**src/hdl/mrs_pkg.sv**
```systemverilog
package mrs_pkg;

    localparam int ELEM_W    = 32;
    localparam int SUM_W     = 35;
    localparam int SIZE_W    = 4;
    localparam int OUT_IDX_W = 3;

    localparam logic [SIZE_W-1:0] SIZE_RESET = 4'd8;

    // descriptor of one loaded matrix waiting for the back end
    typedef struct packed {
        logic [SIZE_W-1:0] dim;
        logic              bank;
    } t_job_ctl;

    // magnitude of a two's complement element, -2^31 gives 2^31
    function automatic logic [ELEM_W-1:0] abs_elem(input logic [ELEM_W-1:0] v);
        abs_elem = v[ELEM_W-1] ? (~v + 1'b1) : v;
    endfunction

endpackage

```
**src/hdl/mrs_front.sv**
```systemverilog
module mrs_front #(
    parameter int MAX_DIM = 8
) (
    input  logic                                    i_clk,
    input  logic                                    i_rst_n,
    input  logic [mrs_pkg::SIZE_W-1:0]              i_size,
    input  logic                                    i_clear,
    input  logic                                    i_valid,
    output logic                                    o_stall,
    input  logic signed [mrs_pkg::ELEM_W-1:0]       i_element_value,
    input  logic                                    i_full,
    output logic                                    o_mem_we,
    output logic [2*((MAX_DIM > 1) ? $clog2(MAX_DIM) : 1):0] o_mem_addr,
    output logic [mrs_pkg::ELEM_W-1:0]              o_mem_data,
    output logic                                    o_push,
    output mrs_pkg::t_job_ctl                       o_job,
    output logic [MAX_DIM-1:0][mrs_pkg::SUM_W-1:0]  o_sums
);
    import mrs_pkg::*;

    localparam int IW = (MAX_DIM > 1) ? $clog2(MAX_DIM) : 1;

    logic [SIZE_W-1:0]                dim;
    logic [IW-1:0]                    r_row;
    logic [IW-1:0]                    r_col;
    logic                             r_bank;
    logic [SUM_W-1:0]                 r_acc;
    logic [SUM_W-1:0]                 n_acc;
    logic [MAX_DIM-1:0][SUM_W-1:0]    r_sums;
    logic                             accept;
    logic                             col_last;
    logic                             row_last;

    // clamp the size register to 1..MAX_DIM
    always_comb begin
        if (i_size == '0) begin
            dim = SIZE_W'(1);
        end else if (i_size > SIZE_W'(MAX_DIM)) begin
            dim = SIZE_W'(MAX_DIM);
        end else begin
            dim = i_size;
        end
    end

    assign accept   = i_valid && !i_full;
    assign o_stall  = i_full;
    assign col_last = (SIZE_W'(r_col) == dim - 1'b1);
    assign row_last = (SIZE_W'(r_row) == dim - 1'b1);
    assign n_acc    = r_acc + SUM_W'(abs_elem(i_element_value));

    assign o_mem_we   = accept;
    assign o_mem_addr = {r_bank, r_row, r_col};
    assign o_mem_data = i_element_value;
    assign o_push     = accept && col_last && row_last;
    assign o_job.dim  = dim;
    assign o_job.bank = r_bank;

    always_comb begin
        o_sums        = r_sums;
        o_sums[r_row] = n_acc;
    end

    always_ff @(posedge i_clk) begin
        if (!i_rst_n) begin
            r_row  <= '0;
            r_col  <= '0;
            r_bank <= 1'b0;
            r_acc  <= '0;
        end else if (i_clear) begin
            r_row <= '0;
            r_col <= '0;
            r_acc <= '0;
        end else if (accept) begin
            if (col_last) begin
                r_col <= '0;
                r_acc <= '0;
                if (row_last) begin
                    r_row  <= '0;
                    r_bank <= ~r_bank;
                end else begin
                    r_row <= r_row + 1'b1;
                end
            end else begin
                r_col <= r_col + 1'b1;
                r_acc <= n_acc;
            end
        end
    end

    // finished row sums
    always_ff @(posedge i_clk) begin
        if (accept && col_last) begin
            r_sums[r_row] <= n_acc;
        end
    end

endmodule

```
**config.mk**
```make
export PLATFORM = sky130hd
export DESIGN_NAME = mrs_front
export DESIGN_NICKNAME = d
export VERILOG_FILES = /design/src/hdl/mrs_pkg.sv /design/src/hdl/mrs_front.sv
export SDC_FILE = /design/constraint.sdc
export NUM_CORES = 1
export LEC_CHECK = 0
export BUFFER_PORTS_ARGS = -buffer_cell sky130_fd_sc_hd__buf_4
export CORE_MARGIN = 3
export CORE_UTILIZATION = 49
export DETAILED_ROUTE_END_ITERATION = 7
export PLACE_DENSITY = 0.77
export SLEW_MARGIN = 20
export SYNTH_ARGS = -nofsm -noshare
export SYNTH_HDL_FRONTEND = slang
export SYNTH_SLANG_ARGS = --single-unit
```
**constraint.sdc**
```tcl
create_clock -name i_clk -period 24.9 [get_ports i_clk]
set_input_delay 4.98 -clock i_clk [delete_from_list [all_inputs] [get_ports i_clk]]
set_output_delay 4.98 -clock i_clk [all_outputs]
set_load 0.05 [all_outputs]
```
* Yosys cells after proc, flatten, opt, wreduce, memory -nomap -nowiden
Cells that the tools add are included.
** Operators by class
- Add/subtract/negate cells :: 5
- $lt $le $gt $ge :: 3
- Equal/unequal tests :: 2
- Multiplexer cells :: 9
- Bitwise operators :: 4
- Reductions and logical operators :: 9
** Operator list (count)
- $bwmux W280 :: 1
- $demux W35 S3 :: 1
- $mux W35 :: 2
- $add A35 B32 Y35 :: 1
- $add A32 B1 Y32 const B :: 1
- $mux W32 :: 1
- $not A32 Y32 :: 1
- $eq A3 B4 Y1 :: 2
- $mux W4 :: 2
- $add A3 B1 Y3 const B :: 2
- $mux W3 :: 2
- $gt A4 B4 Y1 const B :: 1
- $logic_and A1 B1 Y1 :: 4
- $logic_not A4 Y1 :: 1
- $lt A3 B4 Y1 const B :: 1
- $reduce_and A4 Y1 :: 1
- $sub A4 B1 Y4 const B :: 1
- $ge A3 B1 Y1 const B :: 1
- $not A1 Y1 :: 3
- $reduce_and A2 Y1 :: 1
- $reduce_or A2 Y1 :: 1
- $logic_not A1 Y1 :: 1
** Word-level totals
- Bits in registers :: 322
- Input port bits :: 41
- Output and inout bits :: 327
- Logic and storage cells :: 44

* Depth between registers and ports, before layout
- Word-level depth :: 7
- Gate-level depth with buffers :: 19
- Depth with buffers taken out :: 18

* Least setup slack after synthesis
Ideal clock, no wire load.
- Path kind :: input -> output
- Start :: input port i_size[2] in the netlist's numbering
- End :: output port o_push
- Arrival time :: 21.168 ns
- Required time :: 19.920 ns
- Path slack :: -1.248 ns
- Stages :: 10
- Path buffers :: 0
- Cells stage by stage :: o21ba_2 > nor2_1 > inv_1 > ha_1 > xnor2_1 > xor2_1 > nand3_1 > nor2_1 > nand4_1 > inv_1
** RTL lines
- from (decl) :: line mrs_front.sv:6 : input logic [mrs_pkg::SIZE_W-1:0] i_size,
- to (decl) :: line mrs_front.sv:15 : output logic o_push,

==> impl_results.md <==
- Status: completed
- Synthesized Nets: 1548
- Initial antenna violation count: 0
- # Post-CTS Setup Buffers: 0
- Sequential share of power: 45.3%
- Synth Area in Compound Gates: 15.69%
- # IOs: 368
- Hold Path Origin: r_acc[22]
- Drt total wl: 46210 µm
- Gr usage total: 26.47%
- Synth warnings: 0
- Post_cts resized: 0
- Total net switching power: 0.0003710 W
- CTS Buf Count: 36
- Distinct cells, synth: 61
- Switch share: 28.34%
- Core Box Area: 30910 µm²
- R2r startpoint: r_acc[0]
- Pint: 0.0009381 W
- Area Overhead vs Synth: 25.98%
- Die Span Y: 184.1 µm
- # nets final: 1851
- DR vias: 12590
- Synth Area in XOR/XNOR: 3.776%
- Leak: 7.969 nW
- Crit Path Category: input pin to output port
- Hold buffers post-CTS: 0
- Layout filler cell count: 2493
- Gate power share: 15.7%
- Non-Filler Instances: 2194
- Final instance area: 19580 µm²
- Max Slew Vio Count: 0
- Clock transition at the registers of the reported paths: 0.05 ns
- # diodes: 0
- Setup TNS Final: 0 ns
- CTS tree: done
- Relative slew slack: 24.20%
- H-tree depth: 2
- Hold slack final: 0.4672 ns
- Final Wtd Congestion: 0.9662
- VDD IR max: 39.91 µV
- Port buffer count: 367
- First-pass GRT wire length: 70040 µm
- Row count: 64
- Pwr dens: 66.86 nW/µm²
- Layout cell share with drive strength beyond 1: 26.92%
- Most used DFF post-synth: edfxtp_1
- Final setup violating endpoints: 0
- Maximum buffer depth of the clock tree: 3
- Tightest Hold Check Type: flop to flop
- # Max-Cap Violations: 0
- Endpoints failing hold: 0
- Initial DRC Count: 1009
- Crit. End Element: output port
- Clock skew: 0.01476 ns
- Gr ovfl total: 0
- Initial Utilization: 50.28%
- Hold Path End: r_acc[22]
- Placed cells: 2130
- Hpwl dp: 31990 µm
- Min Tclk post-route: 15.13 ns
- Mux contribution to synthesized area: 1.224%
- Post-DRT Antenna Nets: 0
- Total power: 0.001309 W
- Die W: 184.1 µm
- Placed Area: 18370 µm²
- DIE AREA: 33890 µm²
- Fmax: 66.09 MHz
- Final period util: 60.76%
- Post-synthesis async set-or-reset flop share: 0%
- CTS Sinks: 322
- Reg2Reg Depth: 10
- Worst EP required: 19.92 ns
- DR pass1 iterations: 7
- Reg-to-Reg End: r_sums[30]
- Via/cell ratio: 5.738
- Hold path depth: 2
- Least-Margin Pin Slew: 1.133 ns
- Worst skew pair latency: 0.51 ns
- Mapped Cells: 1470
- Drt wl/cell: 21.06 µm
- Largest family of logic cells by synthesized area: compound AO/OA/AOI/OAI gates
- Post-synth EDFFs: 280
- Largest net degree at the start of global routing: 214
- Synthesized area per cell: 10.57 µm²
- Post-Synth Adder-Cell Area: 3.027%
- Worst Path Max Fanout: 9
- #FFs+latches synth: 322
- Clock root buffer: clkbuf_16
- Simple-Gate Fraction of Synth Area: 12.71%
- Register-to-register setup slack: 20.65 ns
- Clock share of power: 39.0%
- Post-synthesis sequential area ratio: 59.51%
- DRC Markers: 0
- Cell Area, Synth: 15540 µm²
- CP arrival: 10.15 ns
- Vias in the first global route: 12070
- Crit start category: input pin
- Unrepaired setup endpoints after global routing: false
[worst max path at each step]
stage,to,slack [ns],from
floorplan,o_push,4.11,i_size[2]
global placement,o_sums[173],9.95,i_element_value[11]
detailed placement,o_sums[64],9.76,i_element_value[5]
CTS,o_sums[64],9.82,i_element_value[5]
global route,o_sums[128],9.32,i_element_value[5]
finish,o_sums[30],9.77,i_element_value[5]
[kinds of logic after synthesis]
logic type,count (synthesis)
AO/OA/AOI/OAI,433
XOR/XNOR,67
adder cells (fa/ha/maj),37
buffers and inverters,132
flip-flops,322
multiplexers,17
AND/OR/NAND/NOR,462
[critical path: stages]
cell and delay, ns:
buf_4 0.13, nor4_1 0.68, nand2_1 0.14, or3_1 0.40, o31ai_1 0.26, xnor2_1 0.16
ha_1 0.31, a21oi_1 0.24, inv_1 0.06, o41ai_1 0.54, a211o_1 0.24, a21oi_1 0.08
a2111oi_2 0.43, xor2_1 0.90, o21ai_0 0.31, buf_4 0.27
[cells in the final DEF (no fill, tap or decap), types with 3 or more instances in the layout]
| cell | count |
|---|---|
| nor2b_1 | 5 |
| mux2_2 | 16 |
| a22oi_1 | 3 |
| buf_4 | 381 |
| nor4_1 | 4 |
| dfxtp_1 | 42 |
| o41ai_1 | 7 |
| nand3b_1 | 3 |
| clkbuf_16 | 37 |
| or4_4 | 3 |
| edfxtp_1 | 280 |
| o31ai_1 | 16 |
| nor2_1 | 49 |
| o21ai_0 | 299 |
| clkinvlp_4 | 6 |
| a21oi_1 | 51 |
| nor3_1 | 9 |
| clkinv_1 | 6 |
| o21bai_1 | 11 |
| a211oi_1 | 4 |
| nand4_1 | 9 |
| o21a_1 | 4 |
| ha_1 | 36 |
| or4_1 | 3 |
| nand2b_1 | 8 |
| xnor2_2 | 8 |
| a31oi_1 | 3 |
| xnor2_1 | 38 |
| or3_1 | 7 |
| nand3_1 | 15 |
| clkinv_2 | 10 |
| and2_1 | 4 |
| a21o_1 | 13 |
| inv_1 | 13 |
| xor2_1 | 19 |
| nand2_1 | 330 |
[metrics by stage]
stage                     util (%)  worst slack, ns
after floorplan                  -            4.112
after global placement       59.38            9.949
after detailed placement     59.43            9.759
after CTS                    63.06            9.819
after global routing         63.34            9.321
final                        63.34            9.770
[flip-flops by register name (all words and copies together) (netlist names)]
signal / count
r_row: 3
r_bank: 1
r_acc: 35
r_col: 3
r_sums: 280
[final cells by class]
class / instances / area [µm²] / share of cell area [%]
inverters: 14 / 52.55 / 0.2684
clock buffers: 40 / 947.2 / 4.838
multi-input cells: 1016 / 5753 / 29.38
well taps: 396 / 495.5 / 2.531
clock inverters: 23 / 173.9 / 0.8883
repair buffers: 383 / 2908 / 14.85
flip-flops and latches: 322 / 9249 / 47.24
[cell usage after synthesis (5+ instances only)]
| library cell | n | share of area (%) |
|---|---|---|
| nand2b_1 | 8 | 0.32 |
| nand4_1 | 9 | 0.36 |
| ha_1 | 36 | 2.9 |
| mux2_2 | 16 | 1.2 |
| xor2_1 | 21 | 1.2 |
| o31ai_1 | 16 | 0.77 |
| inv_1 | 13 | 0.31 |
| buf_4 | 35 | 1.7 |
| clkbuf_1 | 78 | 1.9 |
| dfxtp_1 | 42 | 5.4 |
| o21ai_0 | 299 | 9.6 |
| o41ai_1 | 7 | 0.39 |
| xnor2_1 | 46 | 2.6 |
| a21oi_1 | 51 | 1.6 |
| nor2b_1 | 5 | 0.20 |
| nor2_1 | 50 | 1.2 |
| nand3_1 | 16 | 0.52 |
| nand2_1 | 331 | 8.0 |
| edfxtp_1 | 280 | 54 |
| o21bai_1 | 11 | 0.53 |
| a21o_1 | 13 | 0.63 |
| nor3_1 | 9 | 0.29 |
| or3_1 | 8 | 0.32 |
[power groups by stage]
stage	Sequential [W]	Clock (W)	Combinational, W
5_1_grt	0.000593	0.000539	0.000217
3_5_place_dp	0.000604	0	0.000201
6_report	0.000593	0.000510	0.000206
3_3_place_gp	0.000604	0	0.000198
2_1_floorplan	0.000605	0	0.000130
4_1_cts	0.000593	0.000517	0.000202
[per-layer routing]
layer / vias to the layer above / share of wire [%] / global-route usage (%)
li1: 5890 / - / -
met1: 5991 / 41 / 36.57
met2: 607 / 46 / 41.83
met3: 102 / 8.6 / 5.112
met4: 0 / 4.0 / 10.01
met5: - / 0 / 0
Power figures use the tool's default switching activity.
