$ cat src/hdl/mrs_pkg.sv
package mrs_pkg;

    localparam int ELEM_W    = 32;
    localparam int SUM_W     = 35;
    localparam int SIZE_W    = 4;
    localparam int OUT_IDX_W = 3;

    localparam logic [SIZE_W-1:0] SIZE_RESET = 4'd8;

    // descriptor of one loaded matrix waiting for the back end
    typedef struct packed {
        logic [SIZE_W-1:0] dim;
        logic              bank;
    } t_job_ctl;

    // magnitude of a two's complement element, -2^31 gives 2^31
    function automatic logic [ELEM_W-1:0] abs_elem(input logic [ELEM_W-1:0] v);
        abs_elem = v[ELEM_W-1] ? (~v + 1'b1) : v;
    endfunction

endpackage

$ cat src/hdl/mrs_jobq.sv
module mrs_jobq #(
    parameter int MAX_DIM = 8
) (
    input  logic                                    i_clk,
    input  logic                                    i_rst_n,
    input  logic                                    i_push,
    input  mrs_pkg::t_job_ctl                       i_job,
    input  logic [MAX_DIM-1:0][mrs_pkg::SUM_W-1:0]  i_sums,
    input  logic                                    i_pop,
    output logic                                    o_valid,
    output logic                                    o_full,
    output mrs_pkg::t_job_ctl                       o_job,
    output logic [MAX_DIM-1:0][mrs_pkg::SUM_W-1:0]  o_sums
);
    import mrs_pkg::*;

    // two entries, one per memory bank
    t_job_ctl                         r_job  [2];
    logic [MAX_DIM-1:0][SUM_W-1:0]    r_sums [2];
    logic                             r_wr_ptr;
    logic                             r_rd_ptr;
    logic [1:0]                       r_count;

    assign o_valid = (r_count != 2'd0);
    assign o_full  = (r_count == 2'd2);
    assign o_job   = r_job[r_rd_ptr];
    assign o_sums  = r_sums[r_rd_ptr];

    always_ff @(posedge i_clk) begin
        if (!i_rst_n) begin
            r_wr_ptr <= 1'b0;
            r_rd_ptr <= 1'b0;
            r_count  <= 2'd0;
        end else begin
            if (i_push) begin
                r_wr_ptr <= ~r_wr_ptr;
            end
            if (i_pop) begin
                r_rd_ptr <= ~r_rd_ptr;
            end
            if (i_push && !i_pop) begin
                r_count <= r_count + 2'd1;
            end else if (i_pop && !i_push) begin
                r_count <= r_count - 2'd1;
            end
        end
    end

    always_ff @(posedge i_clk) begin
        if (i_push) begin
            r_job[r_wr_ptr]  <= i_job;
            r_sums[r_wr_ptr] <= i_sums;
        end
    end

endmodule

$ cat config.mk
export PLATFORM = sky130hd
export DESIGN_NAME = mrs_jobq
export DESIGN_NICKNAME = d
export VERILOG_FILES = /design/src/hdl/mrs_pkg.sv /design/src/hdl/mrs_jobq.sv
export SDC_FILE = /design/constraint.sdc
export NUM_CORES = 1
export LEC_CHECK = 0
export BUFFER_PORTS_ARGS = -buffer_cell sky130_fd_sc_hd__buf_4
export CORE_ASPECT_RATIO = 0.5
export CORE_MARGIN = 3
export CORE_UTILIZATION = 42
export CTS_BUF_LIST = sky130_fd_sc_hd__clkbuf_16
export DETAILED_ROUTE_END_ITERATION = 6
export PLACE_DENSITY = 0.68
export SLEW_MARGIN = 0
export SYNTH_ARGS = -nofsm -noshare
export SYNTH_HDL_FRONTEND = slang
export SYNTH_SLANG_ARGS = --single-unit
$ cat constraint.sdc
create_clock -name i_clk -period 17.63 [get_ports i_clk]
set_input_delay 3.526 -clock i_clk [delete_from_list [all_inputs] [get_ports i_clk]]
set_output_delay 3.526 -clock i_clk [all_outputs]
set_load 0.1 [all_outputs]
# Yosys cells after proc, flatten, opt, wreduce, memory -nomap -nowiden
# Memory sizes are Yosys's and may differ from the RTL's. A register that Yosys moved wholly into a read port is not among the register bits.
# Cells that the tools add are included.
dict set report op_classes {
  n_addsub 2
  eq_ne 1
  muxes 8
  n_bitwise 2
  n_reduce_logical 6
}
# op n
set op_table {}
lappend op_table {{$mux W1} 6}
lappend op_table {{$mux W2} 2}
lappend op_table {{$reduce_bool A2 Y1} 2}
lappend op_table {{$add A2 B1 Y2 const B} 1}
lappend op_table {{$eq A2 B2 Y1 const B} 1}
lappend op_table {{$logic_and A1 B1 Y1} 2}
lappend op_table {{$logic_not A1 Y1} 2}
lappend op_table {{$not A1 Y1} 2}
lappend op_table {{$sub A2 B1 Y2 const B} 1}
dict set report word_totals {
  register_bits 4
  mem_bits_rw 570
  inputBits 289
  output_inout_bits 287
  wordCells 24
  memories 2
}
# memory depth word_bits read_ports rd_ports_with_merged_regs write_ports line
set mem_list {}
lappend mem_list {r_sums 2 280 1 1 1 mrs_jobq.sv:19} ;# logic [MAX_DIM-1:0][SUM_W-1:0] r_sums [2];
lappend mem_list {r_job 2 5 1 1 1 mrs_jobq.sv:18} ;# t_job_ctl r_job [2];

# Logic depth before layout (Yosys ltp)
# Gate-level depths: netlist (run 1).
dict set report logic_depth {
  word_depth 4
  ltp_mapped 5
  mapped_depth_nobuf 5
}

# Least setup slack after synthesis (run 1)
# Ideal clock, no wire load.
dict set report synth_timing {
  path_kind {input port to flip-flop}
  start {input port i_push}
  end {register r_wr_ptr}
  setup_ns 0.117
  arrival_time_ns 16.733
  t_required_ns 17.513
  slack_ns 0.781
  path_stages 2
  n_path_buf 0
  cell_sequence {nor2b_1 -> o21a_1}
}
# item line
set synth_lines {}
lappend synth_lines {{from (decl)} mrs_jobq.sv:6} ;# input logic i_push,
lappend synth_lines {{to (signal assigned)} mrs_jobq.sv:36} ;# r_wr_ptr <= ~r_wr_ptr;
lappend synth_lines {{to (decl)} mrs_jobq.sv:20} ;# logic r_wr_ptr;

==> results of run 1 <==
## stage by stage
step | cells | utilization (%) | setup slack (ns)
global route | 2250 | 55.8 | 9.95
detailed placement | 2152 | 52.7 | 10.55
finish | 2250 | 55.8 | 10.13
floorplan | 909 | - | 0.781
CTS | 2241 | 55.8 | 10.08
global placement | 2152 | 52.7 | 10.65
## per-layer routing
layer  global-route usage, %  part of all wire, %
met4                    10.2                  5.1
met5                       0                    0
met3                    4.01                  3.7
met2                    37.8                   57
met1                    20.7                   34
## where the power goes
| group | leakage, nW | switching, mW | total (mW) | internal (mW) |
|---|---|---|---|---|
| clock | 0.795 | 0.474 | 1.06 | 0.585 |
| sequential | 5.39 | 0.0254 | 1.61 | 1.58 |
| combinational | 4.89 | 0.651 | 0.886 | 0.235 |
| total | 11.1 | 1.15 | 3.55 | 2.40 |
## cells by family (layout without fill, tap and decap cells)
| group | count (synthesis) | in the layout | synth area share (%) |
|---|---|---|---|
| mux | 285 | 285 | 19.0 |
| xor+xnor | 3 | 3 | 0.120 |
| fa+ha+maj | 1 | 1 | 0.0573 |
| other cells | 0 | 9 | 0 |
| compound gates | 3 | 3 | 0.0917 |
| buf+inv | 33 | 675 | 1.58 |
| simple gates | 9 | 9 | 0.258 |
| flops | 575 | 575 | 78.9 |
## worst register-to-register path, stage by stage (launching register included)
cell and delay [ns]:
dfxtp_1 0.39, and2_4 0.43, buf_4 0.77, buf_4 0.98
buf_4 0.81
## cell usage after synthesis, drive strengths merged
cell      n  area (µm²)
or2       1        6.26
xnor2     1        8.76
or3       1        6.26
inv       1        3.75
o21a      1        7.51
mux2    285        4150
dfxtp     5         100
and2      4        25.0
xor2      2        17.5
nor2b     3        18.8
edfxtp  570       17100
o21ai     1        5.00
a21boi    1        7.51
buf      32         342
ha        1        12.5
## path summary, 6_finish.rpt
check,start,end
worst max register to register,r_wr_ptr,r_sums[1][125]
worst min-delay path,r_count[1],r_count[1]
worst min register to register,r_count[1],r_count[1]
worst max-delay path,flip-flop,o_sums[272]
## final cells by class
type	instances	area [µm²]	share of cell area [%]
flip-flops and latches	575	17200	60.7
multi-input cells	301	4270	15.1
inverters	1	3.75	0.0132
diodes	9	22.5	0.0794
clock buffers	53	1330	4.68
clock inverters	36	238	0.838
well taps	690	863	3.04
repair buffers	585	4420	15.6
## cell usage in the layout (no fill, tap or decap), drive strengths merged, types with 2 or more instances in the layout
| cell | count |
|---|---|
| nor2b | 3 |
| clkinvlp | 2 |
| clkinv | 23 |
| buf | 585 |
| edfxtp | 570 |
| xor2 | 2 |
| dfxtp | 5 |
| inv | 9 |
| diode | 9 |
| bufinv | 3 |
| mux2 | 285 |
| clkbuf | 53 |
| and2 | 4 |
## flip-flops by register name (all words and copies together) (netlist names), named ones only
register / flops
r_wr_ptr: 1
r_count: 2
r_sums: 560
r_job: 10
r_rd_ptr: 1
==> out/metrics.csv, run 1 <==
metric,value,unit
pin count of the biggest net entering global routing,172,
crit path DAT,3.97,ns
Rows,58,
"CP delay by family, top",buffers and inverters,
clock sink count,575,
Die X,328,µm
Synth cell types,17,
area of the die,0.0549,mm²
CTS resizes,0,
fraction of layout cells with a size suffix above 1,60.7,%
number of max-cap violations,0,
Via Count,10900,
WHS Path Cells,2,
Worst Hold Class,flip-flop to flip-flop,
I/O pins,576,
Core Region,0.0508,mm²
Max Clk Rate,0.133,GHz
GRT Overall Usage,19.9,%
CP Max Fanout,60,
PD cells,125,mW/mm²
first-pass GRT wire length,78600,µm
Port Buf Inserts,575,
CTS Hold Buffers Added,0,
Crit Path Category,flip-flop to output port,
WL/cell,25.1,µm
DRT antenna net count,0,
CP max stage delay,0.91,ns
syn_nets,1199,
H-Tree Depth,2,
Area Growth Syn to Fin,30.0,%
setup tns final,0,ns
Design Power,3.55,mW
register-to-register setup slack,13.80,ns
Initial Util,43.0,%
worst vdd ir,64.4,µV
Placer Congestion,0.913,
Final period util,42.5,%
drt pass-1 iters,5,
DR iter-0 viols,654,
crit path time final,7.50,ns
initial antenna violation count,9,
Root Driver,clkbuf_16,
total setup buffers inserted after CTS,0,
CTS tree,done,
grt ovf,0,
YS warnings,0,
hold slack,0.536,ns
Clock Skew,0.0142,ns
pins over their slew limit,0,
Netlist Area Pre-Place,0.0218,mm²
"Cell Area, Placed",0.0268,mm²
"flops & latches, synth",575,
Final #Nets,1805,
Filler cells,3942,
finished layout cell area,0.0284,mm²
Clock Latency Late Sink,0.57,ns
Final HPWL DP,40300,µm
"Seq/Total Area, Yosys",78.9,%
Slew @ Worst Pin,1.13,ns
R2R cell count,4,
WP buf/inv,3,
Syn Inst Count,909,
Slew headroom,24.5,%
Die Height,167,µm
CTS Buf Count,51,
CP most frequent cell,buf_4,
status,"complete, no violations",
"Avg Cell Area, Syn",24.0,µm²
"Cell Chain, Critical Path","buf_4, buf_4, mux2_2, buf_4",
Clock transition at path regs,0.06,ns
RSZ-0062 raised after global routing,no,
Critical Path RT,14.10,ns
vias per cell,4.83,
Setup crit start kind,flip-flop,
"Hold Vio Cnt, Final",0,
# DRC,0,
Total Wirelength,56500,µm
Critical Path Sink Type,output port,
"Setup violations, final",0,
clock tree buffer depth,3,
Pleak,11.1,nW
critical path depth in cells,4,
slowest CP cell,buf_4,
vias in the first global route,11700,
(Power assumes the default switching activity.)
==> inputs of run 2 (changes only) <==
- clock period: 17.63 -> 6.9 ns (I/O delays scaled with it)
==> out/metrics.csv, run 2 (synthesized netlist as in run 1, its figures left out) <==
metric,value,unit,change
CTS resizes,0,,unchanged
Root Driver,clkbuf_16,,unchanged
WL/cell,23.4,µm,was 25.1 µm
Placer Congestion,0.839,,was 0.913
Slew headroom,10.2,%,was 24.5%
register-to-register setup slack,4.56,ns,was 13.80 ns
Final period util,56.3,%,
# DRC,0,,unchanged
"Cell Area, Placed",0.0268,mm²,about the same
DRT antenna net count,0,,unchanged
Critical Path RT,5.52,ns,was 14.10 ns
Pint,6.19,mW,was 2.40 mW
Port Buf Inserts,575,,unchanged
Clock Skew,0.0120,ns,was 0.0142 ns
Max Clk Rate,0.258,GHz,
Setup crit start kind,flip-flop,,unchanged
critical path depth in cells,3,,was 4
finished layout cell area,0.0284,mm²,about the same
Die X,328,µm,unchanged
Comb power frac,24.9,%,about the same
Slew @ Worst Pin,1.35,ns,was 1.13 ns
Area Growth Syn to Fin,30.3,%,was 30.0%
Initial Util,43.0,%,unchanged
Total Wirelength,52700,µm,was 56500 µm
drt pass-1 iters,5,,unchanged
initial antenna violation count,5,,was 9
"Setup violations, final",0,,unchanged
Pleak,11.1,nW,about the same
clock group share of total power,30.3,%,was 29.8%
R2R cell count,2,,was 4
Die Height,167,µm,unchanged
Core Region,0.0508,mm²,unchanged
I/O pins,576,,unchanged
clock sink count,575,,unchanged
Worst R2R End,r_sums[1][113],,was r_sums[1][125]
largest reg by FF count,r_sums,,unchanged
Worst Hold Class,flip-flop to flip-flop,,unchanged
Rows,58,,unchanged
number of flip-flops in the largest register,560,,unchanged
Clock transition at path regs,0.06,ns,about the same
grt ovf,0,,unchanged
fraction of layout cells with a size suffix above 1,60.5,%,was 60.7%
number of max-cap violations,0,,unchanged
switching fraction of total power,32.3,%,was 32.4%
worst vdd ir,161,µV,was 64.4 µV
"commonest non-fill, non-tap cell in the layout",buf_4,,unchanged
cell count after placement,2149,,was 2152
slowest CP cell,buf_12,,was buf_4
total setup buffers inserted after CTS,0,,unchanged
reg2reg start,r_wr_ptr,,unchanged
clock tree buffer depth,3,,unchanged
share of power burned in registers,44.8,%,was 45.3%
crit path DAT,2.50,ns,was 3.97 ns
CP Max Fanout,136,,was 60
Largest regs,"r_sums (560), r_job (10), r_count (2)",,unchanged
"Hold Vio Cnt, Final",0,,unchanged
crit path time final,3.88,ns,
CTS tree,done,,unchanged
CTS Hold Buffers Added,0,,unchanged
Layout Cells excl Fill,2250,,unchanged
switching power,2.95,mW,was 1.15 mW
status,"complete, no violations",,unchanged
most frequent cells in the layout,"577 x buf_4, 570 x edfxtp_1, 250 x mux2_4",,"was 583 x buf_4, 570 x edfxtp_1, 250 x mux2_4"
pins over their slew limit,0,,unchanged
"CP delay by family, top",buffers and inverters,,unchanged
vias per cell,4.79,,was 4.83
vias in the first global route,11900,,was 11700
pin count of the biggest net entering global routing,199,,was 172
Filler cells,3905,,was 3942
CTS Buf Count,52,,was 51
first-pass GRT wire length,74800,µm,was 78600 µm
WP buf/inv,2,,was 3
"Cell Chain, Critical Path","buf_12, mux2_2, buf_4",,"was buf_4, buf_4, mux2_2, buf_4"
Clock Latency Late Sink,0.57,ns,about the same
Final HPWL DP,36600,µm,was 40300 µm
RSZ-0062 raised after global routing,no,,unchanged
crit path to,o_job[4],,was o_sums[272]
setup tns final,0,ns,unchanged
hold slack,0.538,ns,was 0.536 ns
Via Count,10800,,was 10900
Crit Path Category,flip-flop to output port,,unchanged
PD cells,321,mW/mm²,was 125 mW/mm²
DR iter-0 viols,682,,was 654
GRT Overall Usage,18.5,%,was 19.9%
area of the die,0.0549,mm²,unchanged
H-Tree Depth,2,,unchanged
CP max stage delay,0.57,ns,was 0.91 ns
Final #Nets,1803,,was 1805
Critical Path Sink Type,output port,,unchanged
run 2: cell types whose count changed in the layout (fill, tap and decap cells not counted):
cell and delta:
inv_1 +6, diode_2 -4, inv_6 +1, inv_8 +1, buf_4 -6, clkinv_2 +1, clkinvlp_4 -2, bufinv_16 +1
buf_12 +3, clkinv_1 -1
run 2: how the worst min path moves through the flow:
stage | depth (start not counted) | endpoint | slack, ns | startpoint
floorplan | 2 | r_count[1] | 0.47 | r_count[1]
global placement | 2 | r_count[1] | 0.48 | r_count[1]
detailed placement | 2 | r_count[1] | 0.53 | r_count[1]
CTS | 2 | r_count[1] | 0.54 | r_count[1]
global route | 2 | r_count[1] | 0.58 | r_count[1]
finish | 2 | r_count[1] | 0.54 | r_count[1]
run 2: power by group through the flow:
stage,combinational [mW],sequential (mW),clock [mW]
floorplan,1.79,4.17,0
global placement,2.26,4.15,0
detailed placement,2.28,4.17,0
CTS,2.28,4.09,2.86
global route,2.32,4.10,3.01
finish,2.27,4.09,2.77
run 2: layout make-up:
type / instances / area (µm²) / share of cell area [%]
flip-flops and latches: 575 / 17200 / 60.6
repair buffers: 582 / 4430 / 15.6
multi-input cells: 301 / 4270 / 15.0
clock buffers: 53 / 1330 / 4.67
well taps: 690 / 863 / 3.04
clock inverters: 43 / 297 / 1.04
diodes: 5 / 12.5 / 0.0440
inverters: 1 / 3.75 / 0.0132
run 2: tightest hold or removal path, cell delays in order, from the launching register on:
cell and delay, ns:
dfxtp_1 0.33, o21ai_0 0.08, a21boi_0 0.08
run 2: per-stage QoR:
step	setup WS [ns]	power, mW	util, %
finish	3.02	9.13	56.0
global route	2.95	9.44	56.0
CTS	3.03	9.23	55.9
detailed placement	3.39	6.45	52.7
global placement	3.45	6.41	52.7
floorplan	0.814	5.96	-
run 2: per-layer routing:
layer,share of wire [%],up-vias,track usage [%]
met2,58,246,36.3
met4,4.7,2,8.76
met5,0.025,-,0
met3,4.0,138,4.34
li1,-,4839,-
met1,33,5561,18.2
